`src/hw/rtl/assert_macros.svh`:
```
// ---------------------------------------------------------------------------
// assertion macros
// shared wrappers for clocked concurrent checks with asynchronous reset
// ---------------------------------------------------------------------------
`ifndef ASSERT_MACROS_SVH
`define ASSERT_MACROS_SVH

// property must hold at every clock edge outside reset
`define LPR_ASSERT(lbl, clk, rst_n, prop, msg) \
	lbl: assert property (@(posedge clk) disable iff (!rst_n) (prop)) else $error(msg);

// condition must never be seen outside reset
`define LPR_ASSERT_NEVER(lbl, clk, rst_n, cond, msg) \
	`LPR_ASSERT(lbl, clk, rst_n, !(cond), msg)

`endif

```
`src/hw/rtl/lpr_pkg.sv`:
```
// ---------------------------------------------------------------------------
// lpr_pkg
// types and constants shared by the port remap table modules
// ---------------------------------------------------------------------------
package lpr_pkg;

	localparam int PORT_W  = 16;
	localparam int PROTO_W = 8;
	localparam int CNT_W   = 7;
	localparam int IDX_W   = 6;
	localparam int CHG_W   = 2;

	// entries compared by one lane group
	localparam int GROUP_SIZE = 8;

	localparam logic [PROTO_W-1:0] PROTO_TCP = 8'd6;
	localparam logic [PROTO_W-1:0] PROTO_UDP = 8'd17;

	localparam logic ACT_WRITE = 1'b0;
	localparam logic ACT_REMAP = 1'b1;

	typedef logic [PORT_W-1:0] port_t;

	// best match found by one lane group
	typedef struct packed {
		logic  hit;
		port_t target;
	} lpr_hit_t;

endpackage

```
`src/hw/rtl/lpr_lanes.sv`:
```
// ---------------------------------------------------------------------------
// lpr_lanes
// one group of compare lanes, keeps the highest-index hit of the group
// ---------------------------------------------------------------------------
module lpr_lanes
	import lpr_pkg::*;
#(
	parameter int BASE  = 0,
	parameter int TOTAL = 64
) (
	input  port_t                   key,
	input  logic [CNT_W-1:0]        entry_count,
	input  port_t [GROUP_SIZE-1:0]  match_port,
	input  port_t [GROUP_SIZE-1:0]  target_port,
	output lpr_hit_t                found
);

	logic [GROUP_SIZE-1:0] lane_on;

	// a lane is searched if its slot exists and lies below the count
	for (genvar l = 0; l < GROUP_SIZE; l++) begin : g_lane
		localparam logic IN_TABLE = (BASE + l) < TOTAL;
		assign lane_on[l] = IN_TABLE && (32'(entry_count) > 32'(BASE + l));
	end

	// later lanes override earlier ones: highest index wins
	always_comb begin
		found = '0;
		for (int l = 0; l < GROUP_SIZE; l++) begin
			if (lane_on[l] && (match_port[l] == key)) begin
				found.hit    = 1'b1;
				found.target = target_port[l];
			end
		end
	end

endmodule

```
`config.mk`:
```
export PLATFORM = sky130hd
export DESIGN_NAME = lpr_lanes
export DESIGN_NICKNAME = d
export VERILOG_FILES = /design/src/hw/rtl/assert_macros.svh /design/src/hw/rtl/lpr_pkg.sv /design/src/hw/rtl/lpr_lanes.sv
export SDC_FILE = /design/constraint.sdc
export NUM_CORES = 1
export LEC_CHECK = 0
export BUFFER_PORTS_ARGS = -buffer_cell sky130_fd_sc_hd__buf_4
export CORE_AREA = 3 3 113 115
export DETAILED_ROUTE_END_ITERATION = 10
export DIE_AREA = 0 0 116 118
export SYNTH_ARGS = -nofsm -noshare
export SYNTH_HDL_FRONTEND = slang
export SYNTH_SLANG_ARGS = --single-unit
```
`constraint.sdc`:
```
create_clock -name vclk -period 2.6
set_clock_uncertainty 0.15 [all_clocks]
set_input_delay 0.39 -clock vclk [all_inputs]
set_output_delay 0.39 -clock vclk [all_outputs]
set_load 0.1 [all_outputs]
```
==> out/qor.tcl <==
set qor(run_status) {finished with violations}
set qor(violated_checks) {negative setup slack}
set qor(vdd.ir_drop.worst_mv) 0.0943
set qor(ys.warnings.count) 0
set qor(drt-total-wl_mm) 17.3
set qor(slew-limit-headroom) 0.643
set qor(switchingPower_w) 0.000297
set qor(combinationalPowerShare) 1.000
set qor(gp_congestion) 0.863
set qor(yosysMostFrequentCell) {xnor2_1}
set qor(std_cell_rows) 40
set qor(cp_slowest_cell) {or4_4}
set qor(sequential_cell_area_um2) 0
set qor(hold_viol_final) 0
set qor(drtPass1Iterations) 4
set qor(cp_required_ps) 2060
set qor(layout.clock_buffers) 0
set qor(number_of_antenna_violations_at_the_first_check_in_global_routing) 0
set qor(detail-route-antenna-nets) 0
set qor(slew_violations) 0
set qor(fin_nets) 1030
set qor(numPortBuffers) 296
set qor(endpoint_kind) {output pin}
set qor(grt_pass1_vias) 4912
set qor(ys_types) 40
set qor(post_layout_nonfiller_instances) 896
set qor(netlist_top_cells_count) {80 x xnor2_1, 48 x xor2_1, 27 x nand2_1}
set qor(layout_setup_ws_ps) -714
set qor(die_h_um) 118
set qor(fin_hold_ws_ps) 1010
set qor(overall_die_area_um2) 13700
set qor(vias_per_cell) 5.08
set qor(timing.critical_path.fanout_max) 4
set qor(power.leakage_nw) 3.18
set qor(cp.arrival_ps) 2770
set qor(dp_cells) 869
set qor(totalPowerFinal_w) 0.000789
set qor(drtIter0Drc) 174
set qor(grt_start_max_net_pins) 17
set qor(dr_total_vias) 4554
set qor(wl_per_cell_um) 19.3
set qor(setup_viol_count_final) 17
set qor(finalSetupTns_ps) -9970
set qor(area_delta_synth_final_pct) 172
set qor(synth_top_cells_by_area) {xnor2_1 26%, xor2_1 16%, o221ai_1 5.8%, a221oi_1 4.5%, nand4_1 4.4%}
set qor(final_critical_path_required_period_ps) 3310
set qor(maxCapViolCount) 0
set qor(post-place-ws_ps) -862
set qor(synth_top_cell_area_share) 0.259
set qor(mappedNetlistNets) 659
set qor(grt_first_pass_wirelength_mm) 24.8
set qor(grt.overflow.total) 0
set qor(antenna-diode-count) 0
set qor(timing.critical_path.cells) {buf_6, or4_4, or3_4, and2_4, buf_6, o311a_4, o311a_4, o22ai_4, buf_12}
set qor(power_density_nw_per_um2) 107
set qor(boundaryPins) 296
set qor(core_area_um2) 11900
set qor(synthesis.instances) 380
set qor(seq_power_share) 0
set qor(drc) 0
set qor(grt_util_all_layers) 0.227
set qor(layout.sequential_cells) 0
set qor(synth.yosys.seq_area_share) 0
set qor(p_sw_frac) 0.377
set qor(floorplan.initialDensity) 0.228
set qor(layout-drive-gt1-share) 0.686
set qor(path_class) {input port to output pin}
set qor(synth_area_per_cell_um2) 7.13
set qor(synthesis.area_um2) 2710
set qor(synthDominantAreaCellType) {xnor2_1}
set qor(worst_setup_start_kind) {input port}
set qor(worst_slew_pin_slew_ps) 533
set qor(internal-power_w) 0.000492
set qor(cp_slowest_stage_delay_ps) 540
set qor(rsz0062_at_grt) {yes}
set qor(p_clk_frac) 0
set qor(post-route-period-util) 1.27
set qor(dieWidth_um) 116
set qor(ctsHoldBuffers) 0
set qor(max_freq_mhz) 302
set qor(min_path_type) {input port to output pin}
set qor(dp.final_hpwl_mm) 14.5
-- stage by stage --
step	instance area (um2)	utilization
5_1_grt	7380	0.619
4_1_cts	6860	0.576
3_5_place_dp	5970	0.501
6_report	7380	0.619
2_1_floorplan	2970	-
3_3_place_gp	5970	0.501
-- cells in the final DEF, fill, tap and decap left out, types with 3 or more instances in the layout --
cell type / netlist / layout
a21o_1: 6 / 6
a21oi_1: 7 / 7
a221o_1: 4 / 4
a221oi_2: 0 / 3
a221oi_4: 0 / 11
buf_12: 0 / 34
buf_4: 0 / 333
buf_6: 2 / 31
buf_8: 0 / 4
inv_1: 5 / 5
nand2_1: 27 / 24
nand2b_1: 5 / 4
nand3_1: 19 / 12
nand3_4: 0 / 5
nand4_1: 19 / 19
nor2_1: 18 / 14
nor2_2: 0 / 3
nor4_1: 17 / 3
nor4_2: 1 / 9
nor4_4: 0 / 6
nor4bb_1: 4 / 3
o2111ai_2: 0 / 3
o211ai_1: 8 / 8
o21ai_2: 0 / 5
o21ai_4: 0 / 3
o221ai_2: 0 / 10
o221ai_4: 0 / 8
o22ai_4: 0 / 4
o311a_1: 7 / 4
o311a_4: 0 / 6
xnor2_1: 80 / 67
xnor2_2: 0 / 10
xnor2_4: 0 / 3
xor2_1: 48 / 47
-- cell families after synthesis --
family,after synthesis,share of synthesized area
xor+xnor,128,0.414
simple gates,123,0.245
compound gates,91,0.274
buf+inv,38,0.0669
-- layer usage --
metal / track usage / routed length, um
met1: 0.249 / 6060
met2: 0.446 / 9540
met3: 0.0278 / 1330
met4: 0.0537 / 357
met5: 0 / 0
-- final timing paths --
path / start / cells after the start / end
worst max-delay path: entry_count[4] / 9 / found[12]
worst min-delay path: target_port[118] / 4 / found[6]
-- critical path, delay by kind of cell --
kind                   cells  cell delay, ps
AND/OR/NAND/NOR            3            1110
AO/OA/AOI/OAI              3             860
buffers and inverters      3             410
-- power groups by stage --
stage / logic, W / registers (W) / clock network [W]
6_report: 0.000789 / 0 / 0
3_5_place_dp: 0.000684 / 0 / 0
2_1_floorplan: 0.000226 / 0 / 0
5_1_grt: 0.000841 / 0 / 0
3_3_place_gp: 0.000675 / 0 / 0
4_1_cts: 0.000739 / 0 / 0
-- what timing repair did --
item                       CTS  global route
pin swaps                   40            41
gates cloned                 1             0
buffers inserted            11            17
resized for setup          160            63
setup endpoints to repair   17            17
-- layout make-up --
type / instances / area [um2]
timing repair buffer: 402 / 3590
inverter: 5 / 18.8
fill: 950 / 4530
multi-input combinational: 342 / 3590
tap: 147 / 184
(Power assumes the default switching activity.)
