`src/hw/rtl/assert_macros.svh`:
```
// ---------------------------------------------------------------------------
// assertion macros
// shared wrappers for clocked concurrent checks with asynchronous reset
// ---------------------------------------------------------------------------
`ifndef ASSERT_MACROS_SVH
`define ASSERT_MACROS_SVH

// property must hold at every clock edge outside reset
`define LPR_ASSERT(lbl, clk, rst_n, prop, msg) \
	lbl: assert property (@(posedge clk) disable iff (!rst_n) (prop)) else $error(msg);

// condition must never be seen outside reset
`define LPR_ASSERT_NEVER(lbl, clk, rst_n, cond, msg) \
	`LPR_ASSERT(lbl, clk, rst_n, !(cond), msg)

`endif

```
`src/hw/rtl/lpr_pkg.sv`:
```
// ---------------------------------------------------------------------------
// lpr_pkg
// types and constants shared by the port remap table modules
// ---------------------------------------------------------------------------
package lpr_pkg;

	localparam int PORT_W  = 16;
	localparam int PROTO_W = 8;
	localparam int CNT_W   = 7;
	localparam int IDX_W   = 6;
	localparam int CHG_W   = 2;

	// entries compared by one lane group
	localparam int GROUP_SIZE = 8;

	localparam logic [PROTO_W-1:0] PROTO_TCP = 8'd6;
	localparam logic [PROTO_W-1:0] PROTO_UDP = 8'd17;

	localparam logic ACT_WRITE = 1'b0;
	localparam logic ACT_REMAP = 1'b1;

	typedef logic [PORT_W-1:0] port_t;

	// best match found by one lane group
	typedef struct packed {
		logic  hit;
		port_t target;
	} lpr_hit_t;

endpackage

```
`src/hw/rtl/lpr_merge.sv`:
```
// ---------------------------------------------------------------------------
// lpr_merge
// combines lane group results into the new ports and the change count
// ---------------------------------------------------------------------------
module lpr_merge
	import lpr_pkg::*;
#(
	parameter int GROUPS = 8
) (
	input  logic                    remap_en,
	input  port_t                   src_port,
	input  port_t                   dst_port,
	input  lpr_hit_t [GROUPS-1:0]   src_found,
	input  lpr_hit_t [GROUPS-1:0]   dst_found,
	output port_t                   new_src_port,
	output port_t                   new_dst_port,
	output logic [CHG_W-1:0]        change_count
);

	port_t sel_src;
	port_t sel_dst;

	// higher groups hold higher indices
	always_comb begin
		sel_src = src_port;
		sel_dst = dst_port;
		for (int g = 0; g < GROUPS; g++) begin
			if (src_found[g].hit) begin
				sel_src = src_found[g].target;
			end
			if (dst_found[g].hit) begin
				sel_dst = dst_found[g].target;
			end
		end
	end

	// other protocols pass through
	assign new_src_port = remap_en ? sel_src : src_port;
	assign new_dst_port = remap_en ? sel_dst : dst_port;

	assign change_count = CHG_W'(new_src_port != src_port)
		+ CHG_W'(new_dst_port != dst_port);

endmodule

```
`config.mk`:
```
export PLATFORM = sky130hd
export DESIGN_NAME = lpr_merge
export DESIGN_NICKNAME = d
export VERILOG_FILES = /design/src/hw/rtl/assert_macros.svh /design/src/hw/rtl/lpr_pkg.sv /design/src/hw/rtl/lpr_merge.sv
export SDC_FILE = /design/constraint.sdc
export NUM_CORES = 1
export LEC_CHECK = 0
export BUFFER_PORTS_ARGS = -buffer_cell sky130_fd_sc_hd__buf_2
export CAP_MARGIN = 20
export CELL_PAD_IN_SITES_DETAIL_PLACEMENT = 1
export CELL_PAD_IN_SITES_GLOBAL_PLACEMENT = 1
export CORE_AREA = 2 2 131 133
export DETAILED_ROUTE_END_ITERATION = 8
export DIE_AREA = 0 0 133 135
export GPL_TIMING_DRIVEN = 0
export PLACE_DENSITY = 0.8
export SETUP_SLACK_MARGIN = 0.5
export SYNTH_ARGS = -nofsm -noshare
export SYNTH_HDL_FRONTEND = slang
export SYNTH_SLANG_ARGS = --single-unit
```
`constraint.sdc`:
```
create_clock -name vclk -period 3.72
set_input_delay 0.186 -clock vclk [all_inputs]
set_output_delay 0.186 -clock vclk [all_outputs]
set_load 0.02 [all_outputs]
```
==> impl_metrics.py, run 1 <==
metrics = {
    "sta": {
        "min_period_ns": 3.245,
        "layout_worst_path_cycle_share": 0.8724,
        "hold_viol": 0,
        "max_freq_mhz": 308.1,
        "tightest_slew_ns": 0.7987,
        "relSlewSlack": 0.4676,
        "rsz0062_at_grt": "yes",
        "setup_violations": 0,
        "maxSlewViolCount": 0,
        "setup_slack_ns": 0.4747,
    },
    "finish": {
        "design.seq.count": 0,
        "nClkBuffers": 0,
        "stdcell_area_um2": 6020,
        "finalNetCount": 1257,
        "syn2layout_area_growth_pct": 71.21,
        "instances_no_fill": 1170,
        "register_area_um2": 0,
        "layout-drive-gt1-share": 0.4721,
        "utilization": 0.3669,
    },
    "routing": {
        "first_pass_iters": 5,
        "vias_per_cell": 5.492,
        "highest_layer": "met4",
        "met2WireLength_um": 13690,
        "wl_met1_um": 9420,
        "num_vias": 6426,
        "dr_wl_met3_um": 1935,
        "dr.first_iter.drc_count": 314,
        "drc": 0,
        "totalWireLength_um": 26370,
        "drt.antenna.violating_nets": 0,
        "wl_per_cell_um": 22.54,
    },
    "floorplanning": {
        "initial_utilization": 0.2143,
        "core_region_area_um2": 16410,
        "die_area_um2": 17960,
        "pin_count": 339,
        "dieHeight_um": 135,
        "row_count": 47,
        "die_x_um": 133,
    },
    "placement": {
        "placed_cells": 1142,
        "placed_cell_area_um2": 5463,
        "dp_slack_ns": -0.05825,
        "hpwlAfterDp_um": 22440,
        "place.gp.congestion": 0.9111,
        "port_buffers": 334,
    },
    "grt": {
        "grt_pass1_wl_um": 38610,
        "gr-total-overflow": 0,
        "grt_use_total": 0.2773,
        "antenna_found_initial": 1,
        "grt_start_max_net_pins": 11,
        "grt_pass1_vias": 6753,
    },
    "outcome": {
        "status": "completed",
    },
    "yosys": {
        "synth_nets": 894,
        "synthCells": 588,
        "synth_area_um2": 3516,
        "synth_seq_area_share": 0,
        "synth_cell_types": 67,
        "syn_avg_cell_area_um2": 5.979,
        "yosys_warnings": 0,
    },
    "min_path": {
        "whs_path_depth": 3,
        "hp-start": "src_port[2]",
        "hp-class": "input port to primary output",
        "worstHoldEndpoint": "new_src_port[2]",
    },
    "worst_setup_path": {
        "path_class": "input port to primary output",
        "crit_start": "dst_found[50]",
        "crit_arrival_ns": 3.06,
        "crit_path_max_fanout": 5,
        "critPathRequiredTime_ns": 3.53,
        "cp-start-kind": "input port",
        "critPathCaptureType": "primary output",
    },
    "clock_tree": {
        "holdBufCountCts": 0,
    },
    "power_and_ir_drop": {
        "vdd_drop_max_mv": 0.05051,
        "p_per_area_nw_per_um2": 131.9,
        "p_leak_nw": 3.012,
        "p_total_w": 0.0007937,
    },
    "flow_run": {
        "drv_cap": 0,
    },
}
## how the worst max path moves through the flow
stage	to
finish	change_count[0]
global route	change_count[0]
CTS	change_count[0]
detailed placement	change_count[0]
global placement	change_count[0]
floorplan	change_count[0]
## kinds of logic (layout without fill, tap and decap cells)
logic type,after synthesis,in the layout,share of synthesized area
XOR/XNOR,5,5,0.01245
AO/OA/AOI/OAI,257,257,0.5189
multiplexers,23,23,0.06619
adder cells (fa/ha/maj),1,1,0.003558
buffers and inverters,105,466,0.1238
other,0,1,0
AND/OR/NAND/NOR,197,197,0.2751
## stage by stage
step | TNS (ns) | hold WS [ns]
global route | 0 | 0.7311
detailed placement | -0.05825 | 0.7142
finish | 0 | 0.7110
floorplan | 0 | 0.5399
CTS | 0 | 0.7161
global placement | -0.02297 | 0.7136
## metal layers
layer,up-vias,GRT usage
met5,-,0
met4,0,0.1087
met3,73,0.04317
met2,373,0.5504
met1,3010,0.2903
li1,2970,-
## where the power goes
part              internal [W]  switching [W]
Combinational         0.000342       0.000452
Sequential                   0              0
Clock          0.0000000000359              0
## worst max-delay path, stage by stage
cell,delay (ns)
buf_8,0.10
buf_8,0.12
buf_6,0.11
nor2b_4,0.11
a222oi_1,0.37
a21oi_2,0.11
a22oi_1,0.17
o211ai_1,0.16
or4b_4,0.58
o41ai_4,0.36
o211ai_1,0.19
ha_1,0.36
buf_6,0.13
## what timing repair did
action,in CTS,in global routing
buffers inserted,19,8
resized for setup,76,30
endpoints found under the setup margin,2,2
pin swaps,18,14
## placed cells by master (no fill, tap or decap), types with 4 or more instances in the layout
cell / n
nand3_1: 5
buf_2: 338
a211oi_1: 6
a22o_1: 6
o31ai_1: 12
nand4_1: 6
nor2b_1: 15
inv_1: 53
nor2_1: 35
a22oi_1: 7
clkbuf_4: 9
buf_4: 29
a221o_1: 8
a21o_1: 6
o21ai_0: 48
nand2b_1: 10
and2_1: 5
o2bb2ai_1: 8
o22ai_1: 23
xor2_1: 4
mux2i_1: 21
a221oi_1: 22
o211ai_1: 18
nand2_1: 74
a31oi_1: 5
clkbuf_2: 13
buf_6: 11
clkbuf_1: 7
nor3_1: 12
a21oi_1: 33
nor3b_1: 6
## cells in the mapped netlist (11+ instances only)
library cell	number	area, µm²
nor3_1	14	70.07
a21oi_1	35	175.2
nor2b_1	18	112.6
nand2b_1	11	68.82
a221oi_1	25	219.0
o31ai_1	14	105.1
o21ai_0	51	255.2
nand2_1	75	281.5
inv_1	55	206.5
nor2_1	36	135.1
o211ai_1	18	135.1
buf_2	17	85.08
mux2i_1	21	210.2
o22ai_1	23	143.9
clkbuf_1	23	86.33
## area by class of cell
| type | count | area, µm² |
|---|---|---|
| inverters | 55 | 210.2 |
| fillers | 2247 | 10390 |
| diodes | 1 | 2.502 |
| multi-input cells | 483 | 3286 |
| well taps | 220 | 275.3 |
| repair buffers | 361 | 1907 |
| plain buffers | 50 | 339.1 |
No activity file was read; power rests on OpenSTA's default activity.
==> run 2, diff against run 1 <==
--- a/config.mk
+++ b/config.mk
@@ -13,7 +13,7 @@
 export DETAILED_ROUTE_END_ITERATION = 8
 export DIE_AREA = 0 0 133 135
 export GPL_TIMING_DRIVEN = 0
-export PLACE_DENSITY = 0.8
+export PLACE_DENSITY_LB_ADDON = 0.1
 export SETUP_SLACK_MARGIN = 0.5
 export SYNTH_ARGS = -nofsm -noshare
 export SYNTH_HDL_FRONTEND = slang
==> impl_metrics.py, run 2 (same netlist as run 1, synthesis figures left out) <==
metrics = {
    "sta": {
        "tightest_slew_ns": 0.8013,
        "hold_viol": 0,
        "max_freq_mhz": 317.4,
        "setup_violations": 0,
        "whs_ns": 0.7306,
        "layout_worst_path_cycle_share": 0.8469,
        "rsz0062_at_grt": "no",
        "maxSlewViolCount": 0,
        "min_period_ns": 3.150,
        "relSlewSlack": 0.4658,
    },
    "routing": {
        "first_pass_iters": 4,
        "num_vias": 6076,
        "drc": 0,
        "vias_per_cell": 5.211,
        "wl_per_cell_um": 21.34,
        "totalWireLength_um": 24880,
        "drt.antenna.violating_nets": 0,
        "dr.first_iter.drc_count": 250,
    },
    "grt": {
        "grt_start_max_net_pins": 11,
        "grt_pass1_wl_um": 36280,
        "grt_use_total": 0.2614,
        "grt_pass1_vias": 6335,
        "gr-total-overflow": 0,
        "antenna_found_initial": 6,
    },
    "floorplanning": {
        "core_region_area_um2": 16410,
        "die_x_um": 133,
        "dieHeight_um": 135,
        "initial_utilization": 0.2143,
        "pin_count": 339,
        "row_count": 47,
        "die_area_um2": 17960,
    },
    "clock_tree": {
        "holdBufCountCts": 0,
    },
    "power_and_ir_drop": {
        "p_leak_nw": 2.973,
        "p_total_w": 0.0007734,
        "p_per_area_nw_per_um2": 129.1,
        "vdd_drop_max_mv": 0.04393,
    },
    "finish": {
        "register_area_um2": 0,
        "design.seq.count": 0,
        "utilization": 0.3651,
        "stdcell_area_um2": 5991,
        "layout-drive-gt1-share": 0.4756,
        "finalNetCount": 1250,
        "final_common_cell": "buf_2",
        "syn2layout_area_growth_pct": 70.39,
        "n_fill_cell": 2254,
        "nClkBuffers": 0,
        "instances_no_fill": 1166,
        "layout_common_cells": "buf_2 (340), nand2_1 (75), inv_1 (52)",
    },
    "flow_run": {
        "drv_cap": 0,
    },
    "min_path": {
        "hp-start": "src_port[2]",
        "hp-class": "input port to primary output",
    },
    "placement": {
        "port_buffers": 334,
        "placed_cell_area_um2": 5463,
        "placed_cells": 1142,
        "place.gp.congestion": 0.9037,
        "hpwlAfterDp_um": 21300,
    },
    "worst_setup_path": {
        "cp-start-kind": "input port",
        "critPathRequiredTime_ns": 3.53,
        "path_class": "input port to primary output",
        "crit_path_max_fanout": 5,
        "critPathCaptureType": "primary output",
        "crit_start": "dst_found[118]",
        "crit_arrival_ns": 2.96,
    },
    "outcome": {
        "status": "completed",
    },
}
run 2: changes by cell type in the layout (fill, tap and decap cells not counted), moves of 3 or more:
cell     change
o31ai_2      +3
o21ai_1      +6
o31ai_1      -4
diode_2      +3
buf_4        -4
o21ai_0      -5
run 2: metrics by stage:
step / TNS (ns) / worst slack (ns)
after floorplan: 0 / 0.8227
after detailed placement: -0.09249 / -0.09249
after global routing: 0 / 0.4901
after CTS: 0 / 0.5050
after global placement: -0.06062 / -0.06062
final: 0 / 0.5696
run 2: layer usage:
layer	GRT usage	vias up	part of all wire
met4	0.04122	4	0.016
met5	0	-	0.00088
met3	0.05818	32	0.072
met2	0.5337	259	0.53
li1	-	2968	-
met1	0.2746	2813	0.38
run 2: layout make-up:
type	count	area (µm²)	area share
timing repair buffer	354	1833	0.3060
multi-input combinational	483	3324	0.5549
inverter	55	212.7	0.03551
tap	220	275.3	0.04595
antenna	4	10.01	0.001671
buffer	50	335.3	0.05597
run 2: what timing repair did:
| action | in CTS | in global routing |
|---|---|---|
| cloned | 0 | 0 |
| resized for setup | 66 | 56 |
| endpoints found under the setup margin | 3 | 2 |
| pin swaps | 11 | 17 |
| setup buffers | 12 | 8 |
run 2: worst paths after layout:
| path | endpoint | slack (ns) | cells after the start |
|---|---|---|---|
| max | change_count[0] | 0.57 | 11 |
| min | new_src_port[2] | 0.73 | 3 |
run 2: critical path, cell delays in order:
cell       delay [ns]
buf_2            0.12
or3b_2           0.47
a32o_2           0.30
inv_1            0.08
nor3_1           0.05
or3_1            0.37
or4_4            0.57
a2111oi_4        0.20
o211ai_1         0.16
ha_1             0.34
buf_6            0.14
run 2: power by group:
part / internal [W] / switching (W) / leakage (nW)
registers: 0 / 0 / 0
clock network: 0.000000000144 / 0 / 0.0000254
logic: 0.000336 / 0.000438 / 2.97
total: 0.000336 / 0.000438 / 2.97
